$ cat src/rtl/wpm_pkg.sv
// Package with the request codes, character constants and matching helpers of the matcher.
`timescale 1ns / 1ps
`default_nettype none

package wpm_pkg;

  // Request codes carried in req_type.
  typedef enum logic [1:0] {
    REQ_CLEAR   = 2'd0,
    REQ_APPEND  = 2'd1,
    REQ_RESTART = 2'd2,
    REQ_TEXT    = 2'd3
  } req_e;

  localparam logic [7:0] CHAR_STAR     = 8'h2A;  // '*'
  localparam logic [7:0] CHAR_QUESTION = 8'h3F;  // '?'
  localparam logic [7:0] CHAR_HASH     = 8'h23;  // '#'
  localparam logic [7:0] CHAR_AT       = 8'h40;  // '@'
  localparam logic [7:0] CHAR_PERCENT  = 8'h25;  // '%'

  // Control broadcast from the top level to every cell.
  typedef struct packed {
    logic       wr;         // store char_code into the selected cell
    logic       upd;        // load the new row bit
    logic       restart;    // the new row is the empty-text row
    logic [7:0] char_code;  // pattern byte or text byte
  } cell_ctl_t;

  function automatic logic is_digit(input logic [7:0] c);
    is_digit = (c >= 8'h30) && (c <= 8'h39);
  endfunction

  function automatic logic is_alpha(input logic [7:0] c);
    is_alpha = ((c >= 8'h61) && (c <= 8'h7A)) || ((c >= 8'h41) && (c <= 8'h5A));
  endfunction

  function automatic logic [7:0] fold(input logic [7:0] c);
    fold = ((c >= 8'h41) && (c <= 8'h5A)) ? (c | 8'h20) : c;
  endfunction

  // True when a non-star pattern byte p accepts text byte t.
  function automatic logic byte_matches(input logic [7:0] p, input logic [7:0] t);
    byte_matches = (p == CHAR_QUESTION)
                || ((p == CHAR_HASH) && is_digit(t))
                || ((p == CHAR_AT) && is_alpha(t))
                || ((p == CHAR_PERCENT) && (is_alpha(t) || is_digit(t)))
                || (fold(p) == fold(t));
  endfunction

endpackage

`default_nettype wire

$ cat src/rtl/wpm_if.sv
// Valid/ready channel interfaces for the request and the response words.
`timescale 1ns / 1ps
`default_nettype none

interface wpm_req_if;
  logic       valid;
  logic       ready;
  logic [1:0] req_type;
  logic [7:0] char_code;

  modport source (output valid, output req_type, output char_code, input ready);
  modport sink   (input valid, input req_type, input char_code, output ready);
endinterface

interface wpm_rsp_if;
  logic valid;
  logic ready;
  logic matched;
  logic pattern_overflow;
  logic text_overflow;

  modport source (output valid, output matched, output pattern_overflow,
                  output text_overflow, input ready);
  modport sink   (input valid, input matched, input pattern_overflow,
                  input text_overflow, output ready);
endinterface

`default_nettype wire

$ cat src/rtl/wildcard_pattern_matcher_core.sv
// Top level of the wildcard pattern matcher: request decode, cell row and response register.
`timescale 1ns / 1ps
`default_nettype none

// The matcher takes request words on req_i and returns one response word on
// rsp_o for every request. A request either clears the pattern, appends a
// pattern byte, restarts the text, or feeds one text byte. The response tells
// whether the text so far matches the whole pattern, plus two sticky overflow
// flags for a pattern longer than PATTERN_MAX and a text longer than TEXT_MAX.
//
// Each pattern position is a cell that holds its byte and its match bit. A
// text byte updates all cells at once; new bits ripple through runs of stars
// over one carry chain across the row, which sets the clock period.
//
// The response word of a request accepted at a clock edge is valid after that
// edge. Throughput is one request per cycle while rsp_o does not stall.
// The response sits in an output register; req_i.ready is low only while that
// register holds a word the receiver has not taken, so a stall on rsp_o backs
// up into req_i after one word and nothing is lost.
//
// Reset empties the pattern, clears both overflow flags and the text, and
// leaves no response pending. No clearing pass is needed after reset.

module wildcard_pattern_matcher_core #(
  parameter int unsigned PATTERN_MAX = 64,
  parameter int unsigned TEXT_MAX    = 128
) (
  input  wire logic  clk_i,
  input  wire logic  rst_ni,
  wpm_req_if.sink    req_i,
  wpm_rsp_if.source  rsp_o
);

  localparam int unsigned CW = $clog2(PATTERN_MAX + 1);
  localparam int unsigned TW = $clog2(TEXT_MAX + 1);

  logic [CW-1:0] pcount_q, pcount_d;
  logic [TW-1:0] tcount_q, tcount_d;
  logic          ptl_q, ptl_d;
  logic          ttl_q, ttl_d;
  logic          row0_q, row0_d;
  logic          accept;
  wpm_pkg::cell_ctl_t ctl;

  logic [PATTERN_MAX-1:0] gen, prop, carry, cell_row;
  logic [PATTERN_MAX:0]   row_all, row_nx;

  logic rsp_valid_q;
  logic matched_q, ptl_out_q, ttl_out_q;
  logic matched_d;

  assign req_i.ready = !rsp_valid_q || rsp_o.ready;
  assign accept      = req_i.valid && req_i.ready;

  // Request decode and the counters and flags that follow from it.
  always_comb begin
    pcount_d      = pcount_q;
    tcount_d      = tcount_q;
    ptl_d         = ptl_q;
    ttl_d         = ttl_q;
    ctl.wr        = 1'b0;
    ctl.upd       = 1'b0;
    ctl.restart   = 1'b0;
    ctl.char_code = req_i.char_code;
    if (accept) begin
      unique case (wpm_pkg::req_e'(req_i.req_type))
        wpm_pkg::REQ_CLEAR: begin
          pcount_d    = '0;
          ptl_d       = 1'b0;
          ctl.restart = 1'b1;
        end
        wpm_pkg::REQ_APPEND: begin
          if (pcount_q < CW'(PATTERN_MAX)) begin
            ctl.wr   = 1'b1;
            pcount_d = pcount_q + 1'b1;
          end else begin
            ptl_d = 1'b1;
          end
          ctl.restart = 1'b1;
        end
        wpm_pkg::REQ_RESTART: begin
          ctl.restart = 1'b1;
        end
        wpm_pkg::REQ_TEXT: begin
          if (tcount_q < TW'(TEXT_MAX)) begin
            ctl.upd  = 1'b1;
            tcount_d = tcount_q + 1'b1;
          end else begin
            ttl_d = 1'b1;
          end
        end
        default: begin
        end
      endcase
      if (ctl.restart) begin
        ctl.upd  = 1'b1;
        tcount_d = '0;
        ttl_d    = 1'b0;
      end
    end
  end

  // Row of cells; cell i holds pattern byte i and match bit i+1.
  for (genvar i = 0; i < PATTERN_MAX; i++) begin : g_cell
    wpm_cell u_cell (
      .clk_i      (clk_i),
      .rst_ni     (rst_ni),
      .ctl_i      (ctl),
      .sel_i      (pcount_q == CW'(i)),
      .active_i   (pcount_d > CW'(i)),
      .prev_row_i (row_all[i]),
      .carry_i    (carry[i]),
      .gen_o      (gen[i]),
      .prop_o     (prop[i]),
      .row_o      (cell_row[i])
    );
  end

  // The empty-text row starts with bit zero set; a text byte clears it.
  wpm_prefix #(.N(PATTERN_MAX)) u_prefix (
    .gen_i   (gen),
    .prop_i  (prop),
    .cin_i   (ctl.restart),
    .carry_o (carry)
  );

  assign row_all = {cell_row, row0_q};
  assign row0_d  = ctl.upd ? ctl.restart : row0_q;
  assign row_nx  = ctl.upd ? {carry, ctl.restart} : row_all;

  assign matched_d = !ptl_d && !ttl_d && row_nx[pcount_d];

  always_ff @(posedge clk_i or negedge rst_ni) begin
    if (!rst_ni) begin
      pcount_q    <= '0;
      tcount_q    <= '0;
      ptl_q       <= 1'b0;
      ttl_q       <= 1'b0;
      row0_q      <= 1'b1;
      rsp_valid_q <= 1'b0;
    end else begin
      pcount_q <= pcount_d;
      tcount_q <= tcount_d;
      ptl_q    <= ptl_d;
      ttl_q    <= ttl_d;
      row0_q   <= row0_d;
      if (accept) begin
        rsp_valid_q <= 1'b1;
      end else if (rsp_o.ready) begin
        rsp_valid_q <= 1'b0;
      end
    end
  end

  // Response payload loads only with a new word.
  always_ff @(posedge clk_i) begin
    if (accept) begin
      matched_q <= matched_d;
      ptl_out_q <= ptl_d;
      ttl_out_q <= ttl_d;
    end
  end

  assign rsp_o.valid            = rsp_valid_q;
  assign rsp_o.matched          = matched_q;
  assign rsp_o.pattern_overflow = ptl_out_q;
  assign rsp_o.text_overflow    = ttl_out_q;

endmodule

`default_nettype wire

$ cat src/rtl/wpm_cell.sv
// One pattern position: its stored byte, its match bit and its carry-chain terms.
`timescale 1ns / 1ps
`default_nettype none

module wpm_cell (
  input  wire logic              clk_i,
  input  wire logic              rst_ni,
  input  wire wpm_pkg::cell_ctl_t ctl_i,
  input  wire logic              sel_i,
  input  wire logic              active_i,
  input  wire logic              prev_row_i,
  input  wire logic              carry_i,
  output logic                   gen_o,
  output logic                   prop_o,
  output logic                   row_o
);

  logic [7:0] pat_q, pat_d;
  logic       row_q;
  logic       is_star;

  always_comb begin
    pat_d   = (ctl_i.wr && sel_i) ? ctl_i.char_code : pat_q;
    is_star = (pat_d == wpm_pkg::CHAR_STAR);
    // A star carries the left neighbor's new bit on, or keeps its own bit.
    // Any other byte takes the left neighbor's old bit when the text byte fits.
    if (ctl_i.restart) begin
      gen_o  = 1'b0;
      prop_o = active_i && is_star;
    end else if (is_star) begin
      gen_o  = active_i && row_q;
      prop_o = active_i;
    end else begin
      gen_o  = active_i && prev_row_i && wpm_pkg::byte_matches(pat_d, ctl_i.char_code);
      prop_o = 1'b0;
    end
  end

  always_ff @(posedge clk_i) begin
    pat_q <= pat_d;
  end

  always_ff @(posedge clk_i or negedge rst_ni) begin
    if (!rst_ni) begin
      row_q <= 1'b0;
    end else if (ctl_i.upd) begin
      row_q <= carry_i;
    end
  end

  assign row_o = row_q;

endmodule

`default_nettype wire

$ cat src/rtl/wpm_prefix.sv
// Carry chain that ripples new match bits through runs of stars across the cells.
`timescale 1ns / 1ps
`default_nettype none

module wpm_prefix #(
  parameter int unsigned N = 64
) (
  input  wire logic [N-1:0] gen_i,
  input  wire logic [N-1:0] prop_i,
  input  wire logic         cin_i,
  output logic      [N-1:0] carry_o
);

  logic [N-1:0] a, b;
  logic [N:0]   sum;
  logic [N:0]   xab_ext;

  // With a = g|p and b = g the adder carries c[k] = g[k] | p[k] & c[k-1].
  always_comb begin
    a       = gen_i | prop_i;
    b       = gen_i;
    sum     = {1'b0, a} + {1'b0, b} + {{N{1'b0}}, cin_i};
    xab_ext = {1'b0, a ^ b};
    carry_o = sum[N:1] ^ xab_ext[N:1];
  end

endmodule

`default_nettype wire

$ cat src/flat_wrapper.sv
// flat-port wrapper written by rule: the top's interface ports become plain ports
module wildcard_pattern_matcher_core_flat 
#(
  parameter int unsigned PATTERN_MAX = 64,
  parameter int unsigned TEXT_MAX    = 128
)
  (clk_i, rst_ni, req_i_valid, req_i_req_type, req_i_char_code, req_i_ready, rsp_o_valid, rsp_o_matched, rsp_o_pattern_overflow, rsp_o_text_overflow, rsp_o_ready);
  wpm_req_if req_i_i ();
  wpm_rsp_if rsp_o_i ();
  input  wire logic clk_i;
  input  wire logic rst_ni;
  input wire logic [$bits(req_i_i.valid)-1:0] req_i_valid;
  input wire logic [$bits(req_i_i.req_type)-1:0] req_i_req_type;
  input wire logic [$bits(req_i_i.char_code)-1:0] req_i_char_code;
  output wire logic [$bits(req_i_i.ready)-1:0] req_i_ready;
  output wire logic [$bits(rsp_o_i.valid)-1:0] rsp_o_valid;
  output wire logic [$bits(rsp_o_i.matched)-1:0] rsp_o_matched;
  output wire logic [$bits(rsp_o_i.pattern_overflow)-1:0] rsp_o_pattern_overflow;
  output wire logic [$bits(rsp_o_i.text_overflow)-1:0] rsp_o_text_overflow;
  input wire logic [$bits(rsp_o_i.ready)-1:0] rsp_o_ready;
  assign req_i_i.valid = req_i_valid;
  assign req_i_i.req_type = req_i_req_type;
  assign req_i_i.char_code = req_i_char_code;
  assign req_i_ready = req_i_i.ready;
  assign rsp_o_valid = rsp_o_i.valid;
  assign rsp_o_matched = rsp_o_i.matched;
  assign rsp_o_pattern_overflow = rsp_o_i.pattern_overflow;
  assign rsp_o_text_overflow = rsp_o_i.text_overflow;
  assign rsp_o_i.ready = rsp_o_ready;
  wildcard_pattern_matcher_core #(.PATTERN_MAX(PATTERN_MAX), .TEXT_MAX(TEXT_MAX)) u_core (.clk_i(clk_i), .rst_ni(rst_ni), .req_i(req_i_i), .rsp_o(rsp_o_i));
endmodule
$ cat config.mk
export PLATFORM = sky130hd
export DESIGN_NAME = wildcard_pattern_matcher_core_flat
export DESIGN_NICKNAME = d
export VERILOG_FILES = /design/src/rtl/wpm_pkg.sv /design/src/rtl/wpm_if.sv /design/src/rtl/wildcard_pattern_matcher_core.sv /design/src/rtl/wpm_cell.sv /design/src/rtl/wpm_prefix.sv /design/src/flat_wrapper.sv
export SDC_FILE = /design/constraint.sdc
export NUM_CORES = 2
export LEC_CHECK = 0
export ABC_AREA = 1
export ABC_CLOCK_PERIOD_IN_PS = 3700
export BUFFER_PORTS_ARGS = -buffer_cell sky130_fd_sc_hd__buf_2
export CAP_MARGIN = 20
export CORE_ASPECT_RATIO = 1.4
export CORE_MARGIN = 2
export CORE_UTILIZATION = 40
export CTS_BUF_LIST = sky130_fd_sc_hd__clkbuf_4 sky130_fd_sc_hd__clkbuf_8
export DETAILED_ROUTE_END_ITERATION = 8
export HOLD_SLACK_MARGIN = 0.15
export SYNTH_ARGS = -nofsm -noshare
export SYNTH_HDL_FRONTEND = slang
export SYNTH_SLANG_ARGS = --single-unit
$ cat constraint.sdc
create_clock -name clk_i -period 3.7 [get_ports clk_i]
set_input_delay 0.37 -clock clk_i [delete_from_list [all_inputs] [get_ports clk_i]]
set_output_delay 0.37 -clock clk_i [all_outputs]
set_load 0.005 [all_outputs]
==> out/qor_table.md <==
| Result | Reported |
| --- | --- |
| Total of flip-flops plus latches after synthesis | 598 |
| Most frequent cell after synthesis | nand2_1 |
| Post-synth EDFFs | 3 |
| Worst-skew pair later-pin latency | 0.90 ns |
| Failing checks | negative setup slack |
| Sequential area share after synthesis | 26.2% |
| Startpoint Class | flop |
| Ports placed on the boundary | 19 |
| Number of max-cap violations | 0 |
| DRC violation count after routing | 0 |
| Average detailed-routed wire length per instance | 20.4 µm |
| Iteration-0 DRC count of the detailed router | 5338 |
| Critical R2R Capture | u_core.rsp_o.matched$_DFFE_PN_ |
| Relative contribution of the clock network to total power | 34.9% |
| Sort of element at the end of the critical path | flop |
| Largest area contributor in the netlist | dfxtp_1 |
| Total global routing track utilization | 39.6% |
| Standard cell area after detailed placement | 65600 µm² |
| TritonCTS clock tree | yes |
| Net switching component of the power | 7.59 mW |
| Setup slack of the worst register-to-register path | -1.15 ns |
| Leading register cell type out of synthesis | dfxtp_1 |
| Proportion of register bits with asynchronous set or reset after synthesis | 13.9% |
| Setup ws final | -1.15 ns |
| Post-CTS clock slew at the launch and capture registers of the worst setup and hold paths | 0.07 ns |
| Final setup fails | 53 |
| Proportion of power drawn by combinational gates | 31.8% |
| Per-cell via count in the routed design | 5.36 |
| Final-report hold violation count | 0 |
| Design area | 76200 µm² |
| Half-perimeter wire length of the detailed placement result | 188 mm |
| Post-detailed-routing wire length | 250 mm |
| Via Count | 65756 |
| Worst supply voltage drop on vdd | 0.000246 V |
| End point of the worst hold path | u_core.g_cell[55].u_cell.pat_q[7]$_DFF_P_ |
| Master cell of the clock root buffer | clkbuf_8 |
| Worst min-delay path startpoint | req_i_char_code[7] |
| Worst hold stages | 5 |
| Power share of the sequential group | 33.2% |
| Start of the worst register-to-register path | u_core.pcount_q[1]$_DFF_PN0_ |
| Slowest stage cell, crit path | dfrtp_2 |
| Placer congestion estimate | 1.08 |
| Cell leakage power | 37.2 nW |
| Largest cells by area after synthesis | dfxtp_1 22%, nand2_1 22%, inv_1 8.5% |
| Yosys warning count | 0 |
| Area share of the leading cell type in the synthesized netlist | 21.6% |
| Transition at the pin with the smallest max-transition slack | 0.775 ns |
| Most numerous cell types in the synthesized netlist | 2718 x nand2_1, 1075 x inv_1, 927 x nor2_1 |
| Global-route wire length before repair | 365 mm |
| Largest net degree at the start of global routing | 61 |
| Die Wd | 295 µm |
| Max-Slew Margin vs Limit | 48.4% |
| Final slew viol count | 0 |
| Sw Ratio | 35.7% |
| Number of nets at the end of the flow | 10612 |
| Proportion of layout cells with a drive suffix above 1 | 38.0% |
| Result of the run | complete, but fails checks |
| Mapped Avg Cell Area | 5.64 µm² |
| Initial antenna violation count | 9 |
| Min cycle time layout | 4.85 ns |
| Dominant cell type by count on the critical path | nand2_1 |
| H-tree Lvls | 3 |
| Die footprint | 121000 µm² |
| Delay of the slowest cell on the worst path | 0.44 ns |
| RSZ-0062 raised after global routing | true |
| Maximum achievable frequency | 206 MHz |
| Maximum fanout along the worst path | 7 |
| R2r worst-path depth | 42 |
| Core outline area | 118000 µm² |
| Class of the tightest hold or removal check | input port to flop |
| Max Clock Skew | 0.0501 ns |
| ANT nets after route | 0 |
| Area added between synthesis and finish | 60.6% |
| Number of unique standard cell types used by synthesis | 66 |
| Mapped Area | 47400 µm² |
| Crit share post-route | 131% |
| Post-synth net total | 8423 |
| CTS buffer count | 111 |
| Number of port buffers | 18 |
| Overall die height | 411 µm |
| Vias in the first global route | 62389 |
| Starting Density | 40.3% |
| WS Path Type | flop to flop |
| Detailed-routing iteration count for the pre-antenna-repair pass | 6 |
| Int Pwr | 13.7 mW |
| Data arrival time of the critical path | 5.49 ns |
| Synthesized instance count | 8403 |
| Number of clock sinks | 598 |
| Critical path data required time | 4.34 ns |
| Power density cells | 279 nW/µm² |
| Number of buffers on the longest clock path | 3 |
| # rows | 149 |
| GR Overflow Total | 0 |
| Share of the core filled with cells in the final layout | 64.7% |
| Final Total Pwr | 21.2 mW |
==> worst max-delay path, delay by kind of cell, from the launching register on <==
family	cells	cell delay, ns
buffers and inverters	10	1.19
adders and majority gates	1	0.17
DFF	1	0.44
and+or+nand+nor	27	2.31
AOI/OAI and AO/OA	4	0.47
==> kinds of logic after synthesis <==
| logic type | Yosys count | synth area share (%) |
|---|---|---|
| AOI/OAI and AO/OA | 1159 | 14.1 |
| xor gates and xnor gates | 64 | 1.18 |
| adders and majority gates | 6 | 0.158 |
| buffers and inverters | 1484 | 12.3 |
| DFF | 598 | 26.2 |
| and+or+nand+nor | 5092 | 46.1 |
==> timing repair <==
item                                    in CTS  in global routing
hold buffers                                31                  0
cloned                                      16                  8
gates resized for setup                    932                745
hold endpoints to repair                   114                  0
buffers inserted                           131                 94
endpoints found under the setup margin      62                 62
pin swaps                                  194                209
==> sequential cells by signal, summed over array words and instances, names as in the netlist <==
| signal | cells |
|---|---|
| u_core.ttl_q | 1 |
| u_core.rsp_o.text_overflow | 1 |
| u_core.g_cell.u_cell.pat_q | 512 |
| u_core.tcount_q | 8 |
| u_core.pcount_q | 7 |
| u_core.ptl_q | 1 |
| u_core.g_cell.u_cell.row_o | 64 |
| u_core.rsp_o.valid | 1 |
| u_core.rsp_o.pattern_overflow | 1 |
| u_core.rsp_o.matched | 1 |
| u_core.row0_q | 1 |
==> layout make-up <==
class / instances / area (µm²)
inverters: 1171 / 4450
repair buffers: 2377 / 20000
diodes: 4 / 10.0
fillers: 11017 / 41500
clock inverters: 24 / 246
multi-input cells: 6333 / 34800
well taps: 1585 / 1980
clock buffers: 180 / 2230
flip-flops and latches: 598 / 12400
==> metrics by stage <==
step	setup slack [ns]	hold slack [ns]	instances	TNS (ns)
after floorplan	-0.0251	0.0744	8403	-0.0251
after global placement	-1.76	0.393	11790	-41.04
after detailed placement	-1.77	0.391	11790	-41.39
after CTS	-1.06	0.151	12171	-13.15
after global routing	-1.31	0.195	12271	-26.48
final	-1.15	0.192	12272	-16.00
==> per-layer routing <==
| layer | GRT usage, % | share of wire, % | vias to the layer above |
|---|---|---|---|
| li1 | - | - | 31537 |
| met1 | 45.1 | 38 | 30540 |
| met2 | 65.6 | 46 | 2745 |
| met3 | 5.82 | 6.9 | 928 |
| met4 | 32.7 | 9.5 | 6 |
| met5 | 0 | 0.017 | - |
==> worst max path at each step <==
stage | start | end | slack [ns] | cells after the start
finish | u_core.pcount_q[1]$_DFF_PN0_ | u_core.rsp_o.matched$_DFFE_PN_ | -1.15 | 42
global route | u_core.pcount_q[6]$_DFF_PN0_ | u_core.rsp_o.matched$_DFFE_PN_ | -1.31 | 44
CTS | u_core.pcount_q[6]$_DFF_PN0_ | u_core.rsp_o.matched$_DFFE_PN_ | -1.06 | 36
detailed placement | u_core.pcount_q[1]$_DFF_PN0_ | u_core.rsp_o.matched$_DFFE_PN_ | -1.77 | 39
global placement | u_core.pcount_q[1]$_DFF_PN0_ | u_core.rsp_o.matched$_DFFE_PN_ | -1.76 | 29
floorplan | u_core.pcount_q[4]$_DFF_PN0_ | u_core.rsp_o.matched$_DFFE_PN_ | -0.03 | 31
==> power by group through the flow <==
stage	logic (mW)	clock network (mW)	registers [mW]
after detailed placement	5.78	0	7.17
final	6.76	7.42	7.05
after global routing	7.14	7.77	7.08
after global placement	5.73	0	7.16
after floorplan	2.63	0	7.11
after CTS	6.22	7.52	7.03
==> cell usage in the layout, fill, tap and decap left out, types with 40 or more instances in the layout <==
cell | synthesis | routed
nor3_1 | 203 | 158
dfxtp_1 | 512 | 512
buf_4 | 16 | 2094
o21ai_2 | 60 | 190
nand3_1 | 777 | 682
nand3b_1 | 44 | 44
inv_2 | 80 | 143
clkbuf_4 | 0 | 40
nor3_2 | 30 | 52
nand4_1 | 205 | 205
nand2_4 | 3 | 79
a21oi_1 | 193 | 134
dfrtp_1 | 82 | 78
nor2_1 | 927 | 694
o22ai_1 | 78 | 78
nor2_2 | 46 | 186
nor2_4 | 10 | 103
nand3_2 | 4 | 80
xor2_1 | 64 | 63
buf_6 | 11 | 98
inv_1 | 1075 | 1000
o21ai_1 | 260 | 210
buf_12 | 0 | 129
nand2_1 | 2718 | 2268
a21oi_2 | 5 | 51
o211ai_1 | 76 | 76
nand2_2 | 37 | 408
clkbuf_8 | 0 | 140
o21ai_4 | 1 | 50
o21ai_0 | 381 | 252
(Power assumes the default switching activity.)
